==> config.mk <==
export PLATFORM = sky130hd
export DESIGN_NAME = isbn13_hyphenated_validator
export DESIGN_NICKNAME = d
export VERILOG_FILES = /design/src/rtl/isbn_pkg.sv /design/src/rtl/isbn13_hyphenated_validator.sv /design/src/rtl/isbn_scan.sv
export SDC_FILE = /design/constraint.sdc
export NUM_CORES = 1
export LEC_CHECK = 0
export ABC_AREA = 1
export BUFFER_PORTS_ARGS = -buffer_cell sky130_fd_sc_hd__buf_2
export CAP_MARGIN = 20
export CORE_MARGIN = 5
export CORE_UTILIZATION = 45
export CTS_CLUSTER_SIZE = 25
export DETAILED_ROUTE_END_ITERATION = 7
export PLACE_DENSITY = 0.68
export SETUP_SLACK_MARGIN = 0.1
export SYNTH_ARGS = -nofsm -noshare
export SYNTH_HDL_FRONTEND = slang
export SYNTH_HIERARCHICAL = 1
export SYNTH_SLANG_ARGS = --single-unit
==> constraint.sdc <==
create_clock -name clk -period 3.7 [get_ports clk]
set_input_delay 0.185 -clock clk [delete_from_list [all_inputs] [get_ports clk]]
set_output_delay 0.185 -clock clk [all_outputs]
set_load 0.005 [all_outputs]
==> src/rtl/isbn_pkg.sv <==
`timescale 1ns / 1ps
// isbn_pkg: shared types and constants for the hyphenated ISBN-13 validator.
// Holds the status codes, the scan state record and character constants.
// No dependencies.
package isbn_pkg;

    // Status codes, first failing check wins
    typedef enum logic [3:0] {
        ST_VALID         = 4'd0,
        ST_BAD_CHAR      = 4'd1,
        ST_DOUBLE_HYPHEN = 4'd2,
        ST_LEAD_HYPHEN   = 4'd3,
        ST_TRAIL_HYPHEN  = 4'd4,
        ST_HYPHEN_COUNT  = 4'd5,
        ST_TOO_FEW       = 4'd6,
        ST_TOO_MANY      = 4'd7,
        ST_PREFIX        = 4'd8,
        ST_GROUP         = 4'd9,
        ST_REGISTRANT    = 4'd10,
        ST_PUBLICATION   = 4'd11,
        ST_CHECK_LEN     = 4'd12,
        ST_CHECKSUM      = 4'd13
    } status_t;

    // Character codes
    localparam logic [7:0] CHAR_0      = 8'h30;
    localparam logic [7:0] CHAR_9      = 8'h39;
    localparam logic [7:0] CHAR_HYPHEN = 8'h2D;

    // Limits
    localparam logic [9:0] PREFIX_978    = 10'd978;
    localparam logic [9:0] PREFIX_979    = 10'd979;
    localparam logic [9:0] PREFIX_SAT    = 10'd1023;
    localparam logic [4:0] ISBN_DIGITS   = 5'd13;
    localparam logic [3:0] GROUP_MAX     = 4'd5;
    localparam logic [3:0] REGISTRANT_MAX = 4'd7;
    localparam logic [3:0] PUB_MAX       = 4'd6;
    localparam logic [3:0] CHECK_MAX     = 4'd1;
    localparam logic [2:0] HYPHENS_REQ   = 3'd4;

    // Element indexes
    localparam logic [2:0] ELEM_PREFIX     = 3'd0;
    localparam logic [2:0] ELEM_GROUP      = 3'd1;
    localparam logic [2:0] ELEM_REGISTRANT = 3'd2;
    localparam logic [2:0] ELEM_PUB        = 3'd3;
    localparam logic [2:0] ELEM_CHECK      = 3'd4;

    // Fault flag bits
    localparam int FLAG_GROUP      = 0;
    localparam int FLAG_REGISTRANT = 1;
    localparam int FLAG_PUB        = 2;
    localparam int FLAG_CHECK      = 3;

    // Scan state carried from character to character
    typedef struct packed {
        logic [4:0] digit_total;
        logic [2:0] hyphen_total;
        logic       bad_char_seen;
        logic       double_hyphen_seen;
        logic       at_first_char;
        logic       prev_hyphen;
        logic [2:0] element_index;
        logic [3:0] element_sig_digits;
        logic       element_nonzero_seen;
        logic       element_digit_seen;
        logic [9:0] prefix_value;
        logic [3:0] length_fault_flags;
        logic       leading_hyphen_seen;
        logic [3:0] weighted_sum_mod10;
    } scan_state_t;

    localparam scan_state_t SCAN_RESET = '{
        digit_total:          5'd0,
        hyphen_total:         3'd0,
        bad_char_seen:        1'b0,
        double_hyphen_seen:   1'b0,
        at_first_char:        1'b1,
        prev_hyphen:          1'b0,
        element_index:        3'd0,
        element_sig_digits:   4'd0,
        element_nonzero_seen: 1'b0,
        element_digit_seen:   1'b0,
        prefix_value:         10'd0,
        length_fault_flags:   4'd0,
        leading_hyphen_seen:  1'b0,
        weighted_sum_mod10:   4'd0
    };

endpackage

==> src/rtl/isbn13_hyphenated_validator.sv <==
`timescale 1ns / 1ps
// isbn13_hyphenated_validator: top level, input and result registers.
// Depends on isbn_pkg and isbn_scan.
//
// Usage: send a hyphenated ISBN-13 one character per request on the input
// channel (in_valid/in_ready, char_code, last_char). Set last_char on the
// final character. One status request leaves on the output channel
// (out_valid/out_ready, status) for each string; other characters give none.
// A status comes from the result register; the input register holds the last
// character while the scan logic judges it, and the result register captures
// the status as the character advances. Throughput: one character per cycle
// unless a last character waits on a full result register. The scan state
// is updated by one pass of narrow counter and flag logic per character.
// Reset clears the scan state and the valid flags of the input and result
// registers; the first character after reset starts a new string.
// When the receiver stalls, the pending status stays in the result register;
// characters without last_char still flow. A last character then waits in
// the input register with in_ready low until the result register frees.
module isbn13_hyphenated_validator
    import isbn_pkg::*;
(
    input  logic       clk,
    input  logic       rst_n,
    input  logic       in_valid,
    output logic       in_ready,
    input  logic [7:0] char_code,
    input  logic       last_char,
    output logic       out_valid,
    input  logic       out_ready,
    output logic [3:0] status
);

    logic       in_valid_reg;
    logic [7:0] char_reg;
    logic       last_reg;
    logic       out_valid_reg;
    logic [3:0] status_reg;
    logic       out_free;
    logic       advance;
    status_t    scan_status;

    // Handshake: advance the held character when its result can be stored
    assign out_free = !out_valid_reg || out_ready;
    assign advance  = in_valid_reg && (!last_reg || out_free);
    assign in_ready = !in_valid_reg || advance;

    // Input register, control
    always_ff @(posedge clk or negedge rst_n)
    begin
        if (!rst_n)
            in_valid_reg <= 1'b0;
        else if (in_ready)
            in_valid_reg <= in_valid;
    end

    // Input register, payload
    always_ff @(posedge clk)
    begin
        if (in_valid && in_ready)
        begin
            char_reg <= char_code;
            last_reg <= last_char;
        end
    end

    isbn_scan u_scan (
        .clk       (clk),
        .rst_n     (rst_n),
        .step      (advance),
        .char_code (char_reg),
        .last_char (last_reg),
        .status    (scan_status)
    );

    // Result register, control
    always_ff @(posedge clk or negedge rst_n)
    begin
        if (!rst_n)
            out_valid_reg <= 1'b0;
        else if (advance && last_reg)
            out_valid_reg <= 1'b1;
        else if (out_ready)
            out_valid_reg <= 1'b0;
    end

    // Result register, payload
    always_ff @(posedge clk)
    begin
        if (advance && last_reg)
            status_reg <= scan_status;
    end

    assign out_valid = out_valid_reg;
    assign status    = status_reg;

endmodule

==> src/rtl/isbn_scan.sv <==
`timescale 1ns / 1ps
// isbn_scan: per-character scan state and the final status decision.
// Depends on isbn_pkg.
module isbn_scan
    import isbn_pkg::*;
(
    input  logic       clk,
    input  logic       rst_n,
    input  logic       step,
    input  logic [7:0] char_code,
    input  logic       last_char,
    output status_t    status
);

    scan_state_t scan_reg;
    scan_state_t scan_next;

    // Reduce a value below 40 to mod 10
    function automatic logic [3:0] mod10_small(input logic [5:0] v);
        logic [5:0] r;
        begin
            if (v >= 6'd30)
                r = v - 6'd30;
            else if (v >= 6'd20)
                r = v - 6'd20;
            else if (v >= 6'd10)
                r = v - 6'd10;
            else
                r = v;
            return r[3:0];
        end
    endfunction

    // Close the current element: check its length, move to the next one
    function automatic scan_state_t close_element(input scan_state_t s);
        scan_state_t o;
        logic [3:0]  len;
        begin
            o = s;
            if (s.element_nonzero_seen)
                len = s.element_sig_digits;
            else
                len = s.element_digit_seen ? 4'd1 : 4'd0;
            if (s.element_index == ELEM_GROUP && len > GROUP_MAX)
                o.length_fault_flags[FLAG_GROUP] = 1'b1;
            if (s.element_index == ELEM_REGISTRANT && len > REGISTRANT_MAX)
                o.length_fault_flags[FLAG_REGISTRANT] = 1'b1;
            if (s.element_index == ELEM_PUB && len > PUB_MAX)
                o.length_fault_flags[FLAG_PUB] = 1'b1;
            if (s.element_index == ELEM_CHECK && len > CHECK_MAX)
                o.length_fault_flags[FLAG_CHECK] = 1'b1;
            if (s.element_index != 3'd7)
                o.element_index = s.element_index + 3'd1;
            o.element_sig_digits   = 4'd0;
            o.element_nonzero_seen = 1'b0;
            o.element_digit_seen   = 1'b0;
            return o;
        end
    endfunction

    logic        is_digit;
    logic        is_hyphen;
    logic [3:0]  digit;
    logic [5:0]  weighted;
    logic [13:0] prefix_mult;
    scan_state_t upd;

    // Character update, then close and judge on the last character
    always_comb
    begin
        is_digit    = char_code inside {[CHAR_0:CHAR_9]};
        is_hyphen   = (char_code == CHAR_HYPHEN);
        digit       = char_code[3:0];
        weighted    = scan_reg.digit_total[0]
                    ? ({1'b0, digit, 1'b0} + {2'd0, digit})
                    : {2'd0, digit};
        prefix_mult = ({4'd0, scan_reg.prefix_value} << 3)
                    + ({4'd0, scan_reg.prefix_value} << 1)
                    + {10'd0, digit};
        upd = scan_reg;

        if (is_digit)
        begin
            upd.weighted_sum_mod10 =
                mod10_small({2'd0, scan_reg.weighted_sum_mod10} + weighted);
            if (scan_reg.digit_total != 5'd31)
                upd.digit_total = scan_reg.digit_total + 5'd1;
            if (scan_reg.element_index == ELEM_PREFIX)
                upd.prefix_value = (prefix_mult > {4'd0, PREFIX_SAT})
                                 ? PREFIX_SAT : prefix_mult[9:0];
            if (digit != 4'd0 || scan_reg.element_nonzero_seen)
            begin
                if (scan_reg.element_sig_digits != 4'd15)
                    upd.element_sig_digits = scan_reg.element_sig_digits + 4'd1;
                upd.element_nonzero_seen = 1'b1;
            end
            upd.element_digit_seen = 1'b1;
        end
        else if (is_hyphen)
        begin
            if (scan_reg.hyphen_total != 3'd7)
                upd.hyphen_total = scan_reg.hyphen_total + 3'd1;
            if (scan_reg.prev_hyphen)
                upd.double_hyphen_seen = 1'b1;
            if (scan_reg.at_first_char)
                upd.leading_hyphen_seen = 1'b1;
            upd = close_element(upd);
        end
        else
        begin
            upd.bad_char_seen = 1'b1;
        end
        upd.prev_hyphen   = is_hyphen;
        upd.at_first_char = 1'b0;

        // final element closes at end of string unless a hyphen just did
        if (last_char && !is_hyphen)
            upd = close_element(upd);

        // status, first failing check wins
        if (upd.bad_char_seen)
            status = ST_BAD_CHAR;
        else if (upd.double_hyphen_seen)
            status = ST_DOUBLE_HYPHEN;
        else if (upd.leading_hyphen_seen)
            status = ST_LEAD_HYPHEN;
        else if (is_hyphen)
            status = ST_TRAIL_HYPHEN;
        else if (upd.hyphen_total != HYPHENS_REQ)
            status = ST_HYPHEN_COUNT;
        else if (upd.digit_total < ISBN_DIGITS)
            status = ST_TOO_FEW;
        else if (upd.digit_total > ISBN_DIGITS)
            status = ST_TOO_MANY;
        else if (upd.prefix_value != PREFIX_978 && upd.prefix_value != PREFIX_979)
            status = ST_PREFIX;
        else if (upd.length_fault_flags[FLAG_GROUP])
            status = ST_GROUP;
        else if (upd.length_fault_flags[FLAG_REGISTRANT])
            status = ST_REGISTRANT;
        else if (upd.length_fault_flags[FLAG_PUB])
            status = ST_PUBLICATION;
        else if (upd.length_fault_flags[FLAG_CHECK])
            status = ST_CHECK_LEN;
        else if (upd.weighted_sum_mod10 != 4'd0)
            status = ST_CHECKSUM;
        else
            status = ST_VALID;

        // next string starts from a clean state
        if (!step)
            scan_next = scan_reg;
        else if (last_char)
            scan_next = SCAN_RESET;
        else
            scan_next = upd;
    end

    // Scan state register
    always_ff @(posedge clk or negedge rst_n)
    begin
        if (!rst_n)
            scan_reg <= SCAN_RESET;
        else
            scan_reg <= scan_next;
    end

endmodule

# Word level (Yosys, flattened, before mapping)

Cells that the tools add are included.

Add/sub/neg operators: 12
Order comparisons: 16
Eq/ne operators: 17
Multiplexer cells: 53
Reductions and logical operators: 28

Operators with widths:

| cell                                                                              | number |
|---|---|
| 4-bit 2-to-1 mux                                                                  | 16 |
| 40-bit 2-to-1 mux                                                                 | 1 |
| 31-bit 2-to-1 mux                                                                 | 1 |
| 10-bit 2-to-1 mux                                                                 | 3 |
| 28-bit 2-to-1 mux                                                                 | 1 |
| 4-bit by 3-bit greater-than comparator with 1-bit output, second input constant   | 6 |
| 3-bit 2-to-1 mux                                                                  | 8 |
| 5-bit 2-to-1 mux                                                                  | 4 |
| 10-bit != test, second input constant                                             | 2 |
| 16-bit 2-to-1 mux                                                                 | 1 |
| 1-bit 2-to-1 mux                                                                  | 15 |
| 13-bit by 11-bit adder with 14-bit output                                         | 1 |
| 14-bit by 4-bit adder with 14-bit output                                          | 1 |
| 14-bit by 10-bit greater-than comparator with 1-bit output, second input constant | 1 |
| 1-bit logical AND                                                                 | 14 |
| 3-bit by 2-bit equality test with 1-bit output, second input constant             | 4 |
| 6-bit by 5-bit >= comparator with 1-bit output, second input constant             | 2 |
| 3-bit != test, second input constant                                              | 4 |
| 3-bit by 1-bit adder with 3-bit output, second input constant                     | 3 |
| 8-bit by 6-bit equality test with 1-bit output, second input constant             | 1 |
| 8-bit by 6-bit >= comparator with 1-bit output, second input constant             | 1 |
| 4-bit by 1-bit greater-than comparator with 1-bit output, second input constant   | 2 |
| 8-bit by 6-bit less-or-equal comparator with 1-bit output, second input constant  | 1 |
| 4-bit nonzero test                                                                | 2 |
| other kinds (21)                                                                  | 31 |

Register bits after elaboration: 55
Input bits: 13
Word-level logic and storage cells: 147

# Longest topological paths before layout

Depth after elaboration: 29
Mapped depth: 33
Depth with buffers taken out: 33

# Hierarchy

Netlist, hierarchy kept.

By module, submodules not included:

| module                      | times used | cells each | area each (sq um) |
|---|---|---|---|
| isbn_scan                   | 1          | 546        | 3993.8 |
| isbn13_hyphenated_validator | 1          | 28         | 500.5 |

# Least setup slack after synthesis

OpenSTA, ideal clock, no wires.

Path type: reg-to-reg
From: register char_reg[0]
To: register status_reg[0], in the netlist status[0], data pin
Arrival: 3.544 ns
Data required time: 3.443 ns
Setup slack: -0.102 ns
Stages on the path, launching flop included: 31
Path through: edfxtp_1 -> ha_1 -> inv_1 -> fa_1 -> o21ai_0 -> ha_1 -> xnor2_1 -> inv_1 -> ha_1 -> a21oi_1 -> nand2_1 -> inv_1 -> nand2_1 -> inv_1 -> nand2_1 -> nand2_1 -> nand3_1 -> nand2_1 -> nand2_1 -> nand2_1 -> nand3_1 -> nand2_1 -> nand2_1 -> nand2_1 -> nand2_1 -> nand2_1 -> nand2_1 -> nand2_1 -> nand2_1 -> nand2_1 -> nand2_1

Cells in the longest elaborated chain, start to end: 22
Elaborated cells on any way between the ends: 72
Classes of those cells: add/sub: 6; order compare: 12; eq/ne: 8; mux: 35; reduce/logical: 11

Ends and longest elaborated chain:

| what                                                                               | line                              | RTL |
|---|---|---|
| start: declaration                                                                 | isbn13_hyphenated_validator.sv:34 | `logic [7:0] char_reg;` |
| start signal: assignment                                                           | isbn13_hyphenated_validator.sv:61 | `char_reg <= char_code;` |
| 5-bit by 4-bit adder with 6-bit output                                             | isbn_scan.sv:75                   | `? ({1'b0, digit, 1'b0} + {2'd0, digit})` |
| 6-bit 2-to-1 mux                                                                   | isbn_scan.sv:75                   |  |
| 4-bit by 6-bit adder with 6-bit output                                             | isbn_scan.sv:85                   | `mod10_small({2'd0, scan_reg.weighted_sum_mod10} + weighted);` |
| 6-bit by 4-bit >= comparator with 1-bit output or 4-bit subtractor (tied branches) | isbn_scan.sv:26, isbn_scan.sv:27  |  |
| 4-bit 2-to-1 mux                                                                   | isbn_scan.sv:26                   | `else if (v >= 6'd10)` |
| 4-bit 2-to-1 mux                                                                   | isbn_scan.sv:24                   | `else if (v >= 6'd20)` |
| 4-bit 2-to-1 mux                                                                   | isbn_scan.sv:22                   | `if (v >= 6'd30)` |
| 4-bit 2-to-1 mux                                                                   | isbn_scan.sv:82                   | `if (is_digit)` |
| [6 not listed]                                                                     | n/a                               |  |
| 4-bit 2-to-1 mux                                                                   | isbn_scan.sv:137                  | `else if (upd.length_fault_flags[FLAG_GROUP])` |
| 4-bit 2-to-1 mux                                                                   | isbn_scan.sv:135                  | `else if (upd.prefix_value != PREFIX_978 && upd.prefix_value != PREFIX_979)` |
| 3-bit 2-to-1 mux                                                                   | isbn_scan.sv:133                  | `else if (upd.digit_total > ISBN_DIGITS)` |
| 3-bit 2-to-1 mux                                                                   | isbn_scan.sv:131                  | `else if (upd.digit_total < ISBN_DIGITS)` |
| 3-bit 2-to-1 mux                                                                   | isbn_scan.sv:129                  | `else if (upd.hyphen_total != HYPHENS_REQ)` |
| 3-bit 2-to-1 mux                                                                   | isbn_scan.sv:127                  | `else if (is_hyphen)` |
| 2-bit 2-to-1 mux                                                                   | isbn_scan.sv:125                  | `else if (upd.leading_hyphen_seen)` |
| 2-bit 2-to-1 mux                                                                   | isbn_scan.sv:123                  | `else if (upd.double_hyphen_seen)` |
| end signal: assignment                                                             | isbn13_hyphenated_validator.sv:90 | `status_reg <= scan_status;` |
| end: declaration                                                                   | isbn13_hyphenated_validator.sv:37 | `logic [3:0] status_reg;` |

Parallel ways exist; a longest one is shown, timed or not. The select of a mux whose other input is x is not followed.
A chain may end at the register's enable or synchronous reset.

# Worst setup path in the final report

From: register char_reg[1]
To: register status_reg[0], in the netlist status[0], data pin

The elaborated chain is that of the path after synthesis.

==> results.md <==
### Die
- Initial Util: 45.98%
- die width: 109.9 um
- Die Area: 12090 um^2
- core area: 9774 um^2
- floorplan die height: 109.9 um
- Ports: 19
- placement row count: 36

### Power and ir drop
- Total Power Consumption: 1.412 mW
- power density cells: 272.5 nW/um^2
- static leakage: 2.465 nW
- worst-case vdd ir drop: 0.2340 mV

### GRT
- aggregate global-route resource usage: 17.79%
- via count of the first global-routing pass: 3758
- first-pass GRT wire length: 17.16 mm
- initial antenna violation count: 0
- pin count of the biggest net entering global routing: 43
- gr ovfl total: 0

### Yosys
- area leader, netlist: sky130_fd_sc_hd__dfrtp_1
- number of instances in the synthesized netlist: 574
- share of flip-flops with an asynchronous set or reset: 76.36%
- cell types with the largest area share after synthesis: sky130_fd_sc_hd__dfrtp_1 23%, sky130_fd_sc_hd__ha_1 14%, sky130_fd_sc_hd__nand2_1 9.8%
- number of warning messages in the yosys log: 6
- net count after synthesis: 643
- area share of the leading cell type in the synthesized netlist: 22.83%
- flip-flop and latch count after synthesis: 55
- flip-flop cell with the highest count after synthesis: sky130_fd_sc_hd__dfrtp_1
- EDFF count, synth: 13
- Post-Synthesis Cell Area: 4494 um^2
- Syn Area/Cell: 7.830 um^2
- count of unique library cells instantiated by Yosys: 53
- post-synthesis sequential area ratio: 32.10%

### Placed design
- detailed placement HPWL: 7.623 mm
- Placer Congestion: 0.9322
- Worst Setup Slack post-DPL: -0.1052 ns
- number of input and output port buffers inserted: 18

### Timing
- slew at the pin closest to its max-slew limit: 1.048 ns
- Slew Limit Headroom: 30.08%
- final hold violation count: 0
- clk_skew: 0.01352 ns
- setup repair after global routing missed its margin: true
- number of max-slew violations in the final report: 0
- ratio of final minimum period to clock period: 101.2%
- time the worst path needs with I/O delays and setup: 3.744 ns
- Final WS setup: -0.04363 ns
- final-report setup violation count: 1
- maximum operating frequency: 0.2671 GHz

### Detailed routing
- remaining design rule violation count: 0
- Post-Route WL: 10.08 mm
- number of DRC markers after the initial detailed-route iteration: 168
- via count of the routed design: 3877
- number of detailed-route iterations in the first pass: 4
- remaining number of nets flagged by the antenna check after routing: 0
- average vias per placed instance: 5.169
- routed length per placed instance: 13.44 um

### Setup path
- category of the most critical setup path: reg2reg
- R2R cell count: 28
- longest individual stage delay on the worst path: 0.46 ns
- cell with the largest stage delay on the worst path: sky130_fd_sc_hd__edfxtp_1
- launching point of the worst reg2reg path: char_reg[1]
- destination of the worst register-to-register timing path: status[0]
- Worst setup SP type: register
- Setup crit start: char_reg[1]
- Most common cell on crit path: sky130_fd_sc_hd__nand2_1
- Critical Path End: status[0]
- Req. time, crit path: 3.78 ns
- arrival time reported for the critical path endpoint: 3.83 ns
- worst reg-to-reg setup slack: -0.04 ns
- crit end category: register
- maximum fanout count along the critical path: 4

### Run
- max-cap check violation count: 0

### Finish
- final antenna diode count: 0
- area added between synthesis and finish: 15.31%
- share of layout cells above drive strength 1: 19.77%
- number of nets in the layout: 685
- most common library cell in the layout ignoring fill and taps: sky130_fd_sc_hd__nand2_1
- flip-flop count of the largest register, all copies and words added: 40
- commonest cells after routing, fill and taps aside: 108 x sky130_fd_sc_hd__nand2_1, 85 x sky130_fd_sc_hd__inv_1, 47 x sky130_fd_sc_hd__ha_1

### Clock network
- CTS tree: done
- TritonCTS buffer count: 5
- clk buf depth: 2
- clock edge transition at the registers on the reported setup and hold paths: 0.11 ns
- Worst-Skew Late Latency: 0.32 ns
- root cell of the clock tree: sky130_fd_sc_hd__clkbuf_8
- CTS H-Tree Depth: 2
- sink count of the clock tree: 55

### Status
- failing checks: setup timing
- outcome: complete, but fails checks

### Worst hold path
- worst min-delay path class: in2reg
- worst min-delay path startpoint: last_char

-- layout make-up --
cell class,instances,area (um^2)
Clock buffer,5,68.82
Clock inverter,3,22.52
Fill cell,912,4592
Inverter,97,379.1
Multi-Input combinational cell,413,2795
Sequential cell,55,1443
Tap cell,133,166.4
Timing Repair Buffer,44,307.8
-- worst min path at each step --
stage	end	slack, ns	cells past startpoint
after floorplan	in_valid_reg	-0.11	0
after global placement	char_reg[4]	0.36	1
after detailed placement	char_reg[6]	0.36	1
after CTS	last_reg	0.03	1
after global routing	last_reg	0.03	1
final	last_reg	0.04	1
-- per-stage QoR --
stage	TNS [ns]	std cells	hold WS [ns]	utilization, %	area, um^2
2_1_floorplan	0	574	-0.1106	-	4519
3_3_place_gp	0	736	0.3613	49.83	4871
3_5_place_dp	-0.1052	736	0.3638	49.83	4871
4_1_cts	-0.03655	746	0.03280	51.41	5025
5_1_grt	-0.4880	750	0.02987	53.02	5182
6_report	-0.04363	750	0.04141	53.02	5182
-- timing repair --
| item | in CTS | in global routing |
|---|---|---|
| gates resized for setup | 11 | 24 |
| setup buffers | 2 | 2 |
| cloned | 0 | 0 |
| hold buffers | 0 | 1 |
| hold endpoints to repair | 0 | 41 |
| endpoints found under the setup margin | 3 | 4 |
| pin swaps | 11 | 10 |
-- cell families (layout without fill, tap and decap cells) --
group	Yosys count	count (layout)	synth area share, %
adders and majority gates	56	56	16.26
muxes	1	1	0.2505
DFF	55	55	32.10
AOI/OAI and AO/OA	104	104	13.73
xor gates and xnor gates	13	13	2.533
buffers and inverters	106	149	9.605
and+or+nand+nor	239	239	25.53
-- power by group --
group / switching, mW / internal [mW] / leakage (nW)
clock: 0.204 / 0.136 / 0.0485
combinational: 0.243 / 0.164 / 1.72
sequential: 0.0198 / 0.646 / 0.697
total: 0.466 / 0.946 / 2.46
-- synthesized netlist by cell type, types with 4 or more instances --
cell / n
sky130_fd_sc_hd__a21oi_1: 31
sky130_fd_sc_hd__clkbuf_1: 6
sky130_fd_sc_hd__dfrtp_1: 41
sky130_fd_sc_hd__edfxtp_1: 13
sky130_fd_sc_hd__fa_1: 4
sky130_fd_sc_hd__ha_1: 52
sky130_fd_sc_hd__inv_1: 90
sky130_fd_sc_hd__nand2_1: 117
sky130_fd_sc_hd__nand2_2: 5
sky130_fd_sc_hd__nand3_1: 45
sky130_fd_sc_hd__nand4_1: 6
sky130_fd_sc_hd__nor2_1: 33
sky130_fd_sc_hd__nor2_2: 4
sky130_fd_sc_hd__nor3_1: 6
sky130_fd_sc_hd__o21ai_0: 35
sky130_fd_sc_hd__o21ai_1: 6
sky130_fd_sc_hd__o22ai_1: 17
sky130_fd_sc_hd__xor2_1: 10
-- layer usage --
layer / GRT usage, % / wire [um] / share of wire [%]
met5: 0 / 0 / 0
met4: 4.007 / 127 / 1.3
met3: 1.996 / 289 / 2.9
met2: 32.63 / 5231 / 52
met1: 22.28 / 4429 / 44
-- worst max-delay path: cells and delay by family (launching register included) --
family | cells | cell delay [ns]
AND/OR/NAND/NOR | 20 | 1.53
buffers and inverters | 2 | 0.17
flip-flops | 1 | 0.46
AO/OA/AOI/OAI | 2 | 0.32
adder cells (fa/ha/maj) | 4 | 1.02
(Power assumes the default switching activity.)
